--- src/rtl/core/palx_pkg.sv ---
// Shared types and constants of the palette RAM block: opcodes, RAM geometry,
// the controller-to-datapath command and the 5-to-8-bit channel expansion table.
// No dependencies.
package palx_pkg;

   localparam int RAM_BYTES = 64;
   localparam int ADDR_W    = $clog2(RAM_BYTES);

   localparam int REQ_W = 16;
   localparam int RSP_W = 32;

   localparam int AUTO_INC_BIT = 7;

   typedef enum logic [2:0] {
      OP_WR_INDEX = 3'd0,
      OP_RD_INDEX = 3'd1,
      OP_WR_DATA  = 3'd2,
      OP_RD_DATA  = 3'd3,
      OP_RD_COLOR = 3'd4
   } op_type;

   typedef struct packed {
      logic start;
      logic load;
   } palx_cmd_type;

   // floor(x * 255 / 31) for every 5-bit channel value
   localparam logic [7:0] EXPAND5_LUT [32] = '{
      8'd0,   8'd8,   8'd16,  8'd24,  8'd32,  8'd41,  8'd49,  8'd57,
      8'd65,  8'd74,  8'd82,  8'd90,  8'd98,  8'd106, 8'd115, 8'd123,
      8'd131, 8'd139, 8'd148, 8'd156, 8'd164, 8'd172, 8'd180, 8'd189,
      8'd197, 8'd205, 8'd213, 8'd222, 8'd230, 8'd238, 8'd246, 8'd255
   };

endpackage

--- src/rtl/core/palette_ram_rgb555_expand_core.sv ---
// Top level of the palette RAM block: index/data port and RGB555 color lookup.
// Depends on palx_pkg, palx_ctrl and palx_dp.
//
//   channel   direction  handshake              payload
//   req_*     in         req_tvalid/req_tready  req_tdata  (16 bits)
//   rsp_*     out        rsp_tvalid/rsp_tready  rsp_tdata  (32 bits)
//
// A request is accepted with the RAM read issued, then the RAM read data is loaded
// into the response register, and the response is held until rsp_tready.
// The next request is taken in the cycle after the response is accepted.
// Reset clears the index register and the per-byte valid flags; a byte never
// written reads as zero, so no clearing pass runs after reset.
module palette_ram_rgb555_expand_core (
   input  logic                        clock,
   input  logic                        reset,
   input  logic                        req_tvalid,
   output logic                        req_tready,
   // operation[2:0], value[10:3], palette[13:11], color_index[15:14]
   input  logic [palx_pkg::REQ_W-1:0]  req_tdata,
   output logic                        rsp_tvalid,
   input  logic                        rsp_tready,
   // read_data[7:0], red[15:8], green[23:16], blue[31:24]
   output logic [palx_pkg::RSP_W-1:0]  rsp_tdata
);
   import palx_pkg::*;

   palx_cmd_type cmd;

   palx_ctrl u_ctrl (
      .clock      (clock),
      .reset      (reset),
      .req_tvalid (req_tvalid),
      .req_tready (req_tready),
      .rsp_tvalid (rsp_tvalid),
      .rsp_tready (rsp_tready),
      .cmd        (cmd)
   );

   palx_dp u_dp (
      .clock     (clock),
      .reset     (reset),
      .cmd       (cmd),
      .req_tdata (req_tdata),
      .rsp_tdata (rsp_tdata)
   );

endmodule

--- src/rtl/core/palx_ctrl.sv ---
// Controller of the palette RAM block: accepts one request, sequences the RAM
// read and the response hold. Depends on palx_pkg.
module palx_ctrl (
   input  logic                  clock,
   input  logic                  reset,
   input  logic                  req_tvalid,
   output logic                  req_tready,
   output logic                  rsp_tvalid,
   input  logic                  rsp_tready,
   output palx_pkg::palx_cmd_type cmd
);
   import palx_pkg::*;

   typedef enum logic [1:0] {
      ST_IDLE,
      ST_EXEC,
      ST_SEND
   } state_type;

   state_type state_ff, state_in;
   logic      req_tready_ff, req_tready_in;
   logic      rsp_tvalid_ff, rsp_tvalid_in;

   always_comb begin
      state_in      = state_ff;
      req_tready_in = req_tready_ff;
      rsp_tvalid_in = rsp_tvalid_ff;
      unique case (state_ff)
         ST_IDLE: begin
            if (req_tvalid && req_tready_ff) begin
               state_in      = ST_EXEC;
               req_tready_in = 1'b0;
            end
         end
         ST_EXEC: begin
            state_in      = ST_SEND;
            rsp_tvalid_in = 1'b1;
         end
         ST_SEND: begin
            if (rsp_tready) begin
               state_in      = ST_IDLE;
               rsp_tvalid_in = 1'b0;
               req_tready_in = 1'b1;
            end
         end
         default: begin
            state_in      = ST_IDLE;
            req_tready_in = 1'b1;
            rsp_tvalid_in = 1'b0;
         end
      endcase
   end

   always_ff @(posedge clock) begin
      if (reset) begin
         state_ff      <= ST_IDLE;
         req_tready_ff <= 1'b1;
         rsp_tvalid_ff <= 1'b0;
      end else begin
         state_ff      <= state_in;
         req_tready_ff <= req_tready_in;
         rsp_tvalid_ff <= rsp_tvalid_in;
      end
   end

   assign req_tready = req_tready_ff;
   assign rsp_tvalid = rsp_tvalid_ff;
   assign cmd.start  = req_tvalid && req_tready_ff && (state_ff == ST_IDLE);
   assign cmd.load   = (state_ff == ST_EXEC);

endmodule

--- src/rtl/core/palx_dp.sv ---
// Datapath of the palette RAM block: index register, 64-byte palette RAM with
// per-byte valid flags, color word expansion and the response register.
// Depends on palx_pkg.
module palx_dp (
   input  logic                        clock,
   input  logic                        reset,
   input  palx_pkg::palx_cmd_type      cmd,
   input  logic [palx_pkg::REQ_W-1:0]  req_tdata,
   output logic [palx_pkg::RSP_W-1:0]  rsp_tdata
);
   import palx_pkg::*;

   op_type              req_op;
   logic [7:0]          req_value;
   logic [2:0]          req_palette;
   logic [1:0]          req_color_index;

   op_type              op_ff;
   logic [7:0]          index_ff;
   logic [7:0]          mem [RAM_BYTES];
   logic [RAM_BYTES-1:0] valid_ff;

   logic [ADDR_W-1:0]   idx_addr;
   logic [5:0]          color_base;
   logic [ADDR_W-1:0]   addr_a;
   logic [ADDR_W-1:0]   addr_b;

   logic [7:0]          rd_a_ff;
   logic [7:0]          rd_b_ff;
   logic                val_a_ff;
   logic                val_b_ff;

   logic [7:0]          byte_a;
   logic [7:0]          byte_b;
   logic [15:0]         word;
   logic [RSP_W-1:0]    rsp_in;
   logic [RSP_W-1:0]    rsp_ff;

   assign req_op          = op_type'(req_tdata[2:0]);
   assign req_value       = req_tdata[10:3];
   assign req_palette     = req_tdata[13:11];
   assign req_color_index = req_tdata[15:14];

   assign idx_addr   = index_ff[ADDR_W-1:0];
   assign color_base = {req_palette, req_color_index, 1'b0};
   assign addr_a     = (req_op == OP_RD_DATA) ? idx_addr : color_base[ADDR_W-1:0];
   assign addr_b     = color_base[ADDR_W-1:0] + ADDR_W'(1);

   always_ff @(posedge clock) begin
      if (cmd.start && (req_op == OP_WR_DATA)) begin
         mem[idx_addr] <= req_value;
      end
   end

   always_ff @(posedge clock) begin
      if (cmd.start) begin
         rd_a_ff  <= mem[addr_a];
         rd_b_ff  <= mem[addr_b];
         val_a_ff <= valid_ff[addr_a];
         val_b_ff <= valid_ff[addr_b];
         op_ff    <= req_op;
      end
      if (cmd.load) begin
         rsp_ff <= rsp_in;
      end
   end

   always_ff @(posedge clock) begin
      if (reset) begin
         valid_ff <= '0;
         index_ff <= 8'd0;
      end else if (cmd.start) begin
         case (req_op)
            OP_WR_INDEX: begin
               index_ff <= req_value;
            end
            OP_WR_DATA: begin
               valid_ff[idx_addr] <= 1'b1;
               if (index_ff[AUTO_INC_BIT]) begin
                  index_ff[ADDR_W-1:0] <= idx_addr + ADDR_W'(1);
               end
            end
            default: begin
            end
         endcase
      end
   end

   assign byte_a = val_a_ff ? rd_a_ff : 8'd0;
   assign byte_b = val_b_ff ? rd_b_ff : 8'd0;
   assign word   = {byte_b, byte_a};

   always_comb begin
      rsp_in = '0;
      unique case (op_ff)
         OP_RD_INDEX: rsp_in[7:0] = index_ff;
         OP_RD_DATA:  rsp_in[7:0] = byte_a;
         OP_RD_COLOR: begin
            rsp_in[15:8]  = EXPAND5_LUT[word[4:0]];
            rsp_in[23:16] = EXPAND5_LUT[word[9:5]];
            rsp_in[31:24] = EXPAND5_LUT[word[14:10]];
         end
         default: rsp_in = '0;
      endcase
   end

   assign rsp_tdata = rsp_ff;

endmodule

--- config.mk ---
export PLATFORM = sky130hd
export DESIGN_NAME = palette_ram_rgb555_expand_core
export DESIGN_NICKNAME = d
export VERILOG_FILES = /design/src/rtl/core/palx_pkg.sv /design/src/rtl/core/palette_ram_rgb555_expand_core.sv /design/src/rtl/core/palx_ctrl.sv /design/src/rtl/core/palx_dp.sv
export SDC_FILE = /design/constraint.sdc
export NUM_CORES = 1
export LEC_CHECK = 0
export ABC_CLOCK_PERIOD_IN_PS = 4050
export BUFFER_PORTS_ARGS = -buffer_cell sky130_fd_sc_hd__buf_2
export CORE_UTILIZATION = 53
export DETAILED_ROUTE_END_ITERATION = 10
export PLACE_DENSITY_LB_ADDON = 0.3
export SYNTH_ARGS = -nofsm -noshare
export SYNTH_HDL_FRONTEND = slang
export SYNTH_SLANG_ARGS = --single-unit
--- constraint.sdc ---
create_clock -name clock -period 4.05 [get_ports clock]
set_input_delay 0.81 -clock clock [delete_from_list [all_inputs] [get_ports clock]]
set_output_delay 0.81 -clock clock [all_outputs]
set_load 0.02 [all_outputs]
Word level (Yosys, flattened, before mapping) --
Memories as Yosys holds them, arrays and structs flattened. A register that Yosys moved wholly into a read port is not among the register bits. Cells that the tools add are included. Widths: inputs -> output; s select.
Cells by class: $add $sub $neg 2, order comparisons 4, equality and inequality tests 10, mux-type cells 22, bitwise logic cells 6, reductions and logical operators 16
Operator list (count):
- $or 64x64->64 | 1
- $lt 6x7->1 const B | 3
- $not 5->6 | 3
- $pmux 8 s2 | 1
- $add 6x1->6 const B | 2
- $bmux 1 s6 | 2
- $mux 6 | 2
- $pmux 6 s2 | 1
- $eq 3x2->1 const B | 3
- $mux 1 | 8
- $mux 8 | 1
- $reduce_and 2->1 | 4
- $mux 7 | 1
- $demux 1 s6 | 1
- $ge 6x1->1 const B | 1
- $pmux 1 s3 | 2
- $pmux 2 s3 | 1
- $reduce_and 3->1 | 2
- $logic_and 1x1->1 | 4
- $mux 2 | 2
- $ne 2x1->1 const B | 2
- $eq 3x1->1 const B | 1
- $eq 3x3->1 const B | 1
- $logic_not 1->1 | 3
- other kinds (7) | 8
Storage, ports and cells: register bits 89, RAM bits 512, ROM bits 768, input bits 20, logic and storage cells 74, memories 4
Memories:
- u_dp.mem | words 64, bits a word 8, rd ports 2, clocked after memory_dff 2, write ports 1, line palx_dp.sv:20 | logic [7:0] mem [RAM_BYTES];
- (name not given) | words 32, bits a word 8, rd ports 1, clocked after memory_dff 1, write ports 0, line palx_dp.sv:100 | rsp_in[23:16] = EXPAND5_LUT[word[9:5]];
- (name not given) | words 32, bits a word 8, rd ports 1, clocked after memory_dff 1, write ports 0, line palx_dp.sv:101 | rsp_in[31:24] = EXPAND5_LUT[word[14:10]];
- (name not given) | words 32, bits a word 8, rd ports 1, clocked after memory_dff 1, write ports 0, line palx_dp.sv:99 | rsp_in[15:8] = EXPAND5_LUT[word[4:0]];

Logic depth before layout (Yosys ltp) --
depth in word-level cells 5, mapped depth 12

Modules after synthesis --
Synthesis repeated with hierarchy kept, for this count alone.
Second synthesis, totals: cells, all modules 1929, area, all modules 27869.2 sq um
By module, submodules not included:
- palx_dp | instances 1, cells an instance 1910, area each 27697.8 sq um, seq. area each 18377.6 sq um
- palx_ctrl | instances 1, cells an instance 19, area each 171.4 sq um, seq. area each 80.1 sq um

Least setup slack after synthesis --
OpenSTA, ideal clock, no wires.
kind input-to-reg, start point input port req_tvalid, end point memory u_dp.mem[31][0], enable pin, setup time 0.374 ns, data arrival time 3.741 ns, path slack -0.065 ns, cell stages on the path 5, cell sequence nand2b_1 nor3b_1 nor3b_1 nand3_1 nor2_1
RTL lines:
- start, declared | line palette_ram_rgb555_expand_core.sv:16 | input logic req_tvalid,
- end, declared | line palx_dp.sv:20

Worst setup path after layout --
start point input port req_tdata[1] (netlist bit), end point register u_dp.rd_a_ff[1], read port of u_dp.mem (data pin)
On the way: word-level cells in the longest chain between the ends 2
Ends and longest elaborated chain:
- start, declared | line palette_ram_rgb555_expand_core.sv:19 | input logic [palx_pkg::REQ_W-1:0] req_tdata,
- $eq 3x2->1 | line palx_dp.sv:46 | assign addr_a = (req_op == OP_RD_DATA) ? idx_addr : color_base[ADDR_W-1:0];
- $mux 6 | line palx_dp.sv:46
- end, declared | line palx_dp.sv:28 | logic [7:0] rd_a_ff;
No other way between the ends. A chain may end at the register's enable or synchronous reset.

==> flow_metrics.tcl <==
set metrics [dict create \
    yosys_warnings 0 \
    use_met3_pct 6.23 \
    syn-num-nets 1898 \
    grt_max_degree 73 \
    gr-max-usage-layer "met2" \
    status "finished clean" \
    yosysUniqueCellTypes 58 \
    cp-endpoint "u_dp.rd_a_ff[1]$_DFFE_PP_" \
    yosys_register_bits 640 \
    firstDrtPassIters 6 \
    final-setup-viol-count 0 \
    fin_setup_tns_ps 0 \
    pwr-share-seq_pct 53.0 \
    met2_usage_pct 45.0 \
    cts_buffer_depth 3 \
    cp.arrival_ps 3620 \
    internal_power_uw 10700 \
    clock-sinks 640 \
    h-tree-depth 2 \
    fmax_mhz 312 \
    ant_nets 0 \
    vias_per_cell 6.59 \
    drt_wl_total_um 76600 \
    worst_slew_pin_slew_ps 1150 \
    clockPowerShare_pct 40.4 \
    required_ps 4470 \
    period_share_pct 79.1 \
    drive_gt1_share_pct 21.0 \
    rr_startpoint "u_dp.index_ff[3]$_SDFFE_PP0P_" \
    overflow 0 \
    route.detailed.drc 0 \
    yosysSeqAreaShare_pct 67.5 \
    reg2regPathDepth 8 \
    met1_usage_pct 42.3 \
    grt_pass1_wl_um 114000 \
    die_h_um 229 \
    period_needed_ps 3200 \
    antenna_found_initial 2 \
    cellLeakagePower_uw 0.0101 \
    io_buffers 53 \
    dp.final_hpwl_um 49900 \
    vdd_ir_drop_max_v 0.000310 \
    num_vias 17800 \
    hold_path_class "input pin to register" \
    wire_per_inst_um 28.3 \
    crit_type "input pin to register" \
    cts_resized 0 \
    cellPowerDensity_nw_per_um2 445 \
    gp_congestion 0.902 \
    avgSynthCellArea_um2 14.6 \
    slew_headroom_pct 21.1 \
    rows 82 \
    cp_max_fo 61 \
    fp.dieArea_um2 52500 \
    worstSkewPairLatency_ps 630 \
    die_x_um 229 \
    sw_frac_of_total_pct 22.3 \
    syn_to_final_growth_pct 12.7 \
    rsz0062_at_grt "no" \
    cts_tree "yes" \
    comb_power_share_pct 6.6 \
    io_pins 54 \
    grt_pass1_vias 17200 \
    coreArea_um2 50600 \
    ff2ff_setup_slack_ps 850 \
    finalPower_uw 13700 \
    critPathCaptureType "register" \
    start_kind "input pin" \
    postCtsHoldBufs 0 \
    nNetsFinal 2005 \
    fin_skew_ps 21.1 \
    r2r-end "u_dp.rd_a_ff[5]$_DFFE_PP_" \
    dp.cells 2594 \
    synthFlopType "edfxtp_1" \
    p_switching_uw 3050 \
    cts_setup_buffers 0 \
    synth_area_um2 27400 \
    start_util_pct 54.1 \
    synth_edf_count 564 \
    clkTransAtPathRegs_ps 60 \
    track_usage_pct 29.4 \
    root_buffer "clkbuf_16" \
    ys_async_sr_fraction_pct 0 \
    finalHoldViolCount 0 \
    detail_route.iter0.violations 2861 \
    drv_slew 0 \
    critPathLaunch "req_tdata[1]" \
    cts_made_buffers 60 \
    syn_inst 1877 \
    drv_cap 0 \
    final_cells 2707 \
]
[sequential cells by signal, indices dropped and copies added, names as in the netlist]
register / flops
u_dp.op_ff: 3
u_ctrl.rsp_tvalid: 1
u_ctrl.req_tready: 1
u_dp.rd_a_ff: 8
u_dp.index_ff: 8
u_dp.val_b_ff: 1
u_dp.rd_b_ff: 7
u_dp.valid_ff: 64
u_dp.rsp_tdata: 32
u_ctrl.state_ff: 2
u_dp.mem: 512
u_dp.val_a_ff: 1
[stage by stage]
step           hold slack [ps]  cell area [µm²]  utilization, %  setup slack, ps
6_report                   433            30800            61.0              845
5_1_grt                    432            30800            61.0              773
4_1_cts                    412            30800            61.0              911
3_5_place_dp               456            28900            57.2              259
3_3_place_gp               444            28900            57.2              272
2_1_floorplan              432            27400               -              692
[synth_stat cells (all sizes together) (12+ instances only)]
cell    number  share of area [%]
a22oi       12               0.33
o21ai       47               0.86
nor3        26               0.48
edfxtp     564                 62
mux2        66                2.7
inv         74                1.0
nor2       219                3.0
mux4        80                6.6
o22ai       32               0.73
dfxtp       76                5.6
o221ai     111                3.6
nand2       31               0.43
clkbuf      54               0.74
mux2i       98                3.7
nand3       41               0.75
and3        27               0.62
a21oi      135                2.5
a211oi      16               0.44
nand2b      13               0.30
buf         70                1.4
[power groups by stage]
stage | clock [µW] | sequential (µW) | combinational, µW
floorplan | 0 | 7410 | 493
global placement | 0 | 7410 | 868
detailed placement | 0 | 7410 | 881
CTS | 5550 | 7270 | 889
global route | 5800 | 7270 | 956
finish | 5540 | 7270 | 905
[cells in the final DEF (no fill, tap or decap), types with 26 or more instances in the layout]
cell type / instances
buf_2: 51
dfxtp_1: 75
clkbuf_16: 61
mux4_2: 80
and3_1: 27
o221ai_1: 111
a21oi_1: 134
inv_1: 74
nand3_1: 41
o22ai_1: 32
mux2i_1: 96
nor3_1: 26
o21ai_0: 46
buf_4: 108
edfxtp_1: 564
nand2_1: 31
nor2_1: 219
mux2_2: 65
[routing by layer]
metal / up-vias / wire length, µm
li1: 7591 / -
met1: 8883 / 30000
met2: 1204 / 35100
met3: 166 / 8910
met4: 0 / 2630
met5: - / 0
[final cells by class]
type | count | area [µm²]
antenna | 2 | 5.00
multi-input combinational | 1039 | 8070
inverter | 74 | 278
tap | 672 | 841
fill | 3741 | 19700
clock buffer | 87 | 1730
timing repair buffer | 169 | 1270
clock inverter | 24 | 191
sequential | 640 | 18500
[cell families after synthesis]
logic type               after synthesis  synth area share, %
flip-flops                           640                 67.5
AO/OA/AOI/OAI                        400                 9.84
AND/OR/NAND/NOR                      394                 6.52
multiplexers                         244                 13.0
buffers and inverters                198                 3.15
adder cells (fa/ha/maj)                1               0.0457
[worst min path at each step]
stage          slack [ps]                            from  cells past startpoint                        endpoint
6_report              430                    req_tdata[0]                      1         u_dp.op_ff[0]$_DFFE_PP_
5_1_grt               430                    req_tdata[2]                      1         u_dp.op_ff[2]$_DFFE_PP_
4_1_cts               410                    req_tdata[2]                      1         u_dp.op_ff[2]$_DFFE_PP_
3_5_place_dp          460  u_dp.valid_ff[26]$_SDFFE_PP0P_                      2  u_dp.valid_ff[26]$_SDFFE_PP0P_
3_3_place_gp          440  u_dp.valid_ff[26]$_SDFFE_PP0P_                      2  u_dp.valid_ff[26]$_SDFFE_PP0P_
2_1_floorplan         430  u_dp.valid_ff[12]$_SDFFE_PP0P_                      2  u_dp.valid_ff[12]$_SDFFE_PP0P_
[worst max-delay path: stages]
cell and delay (ps):
buf_2 150, nand3b_1 150, buf_4 300, mux2i_4 520, buf_12 350, o221ai_1 260
o22ai_1 250, nor3_1 110, or4_1 550, o31ai_1 120
Power figures use the tool's default switching activity.
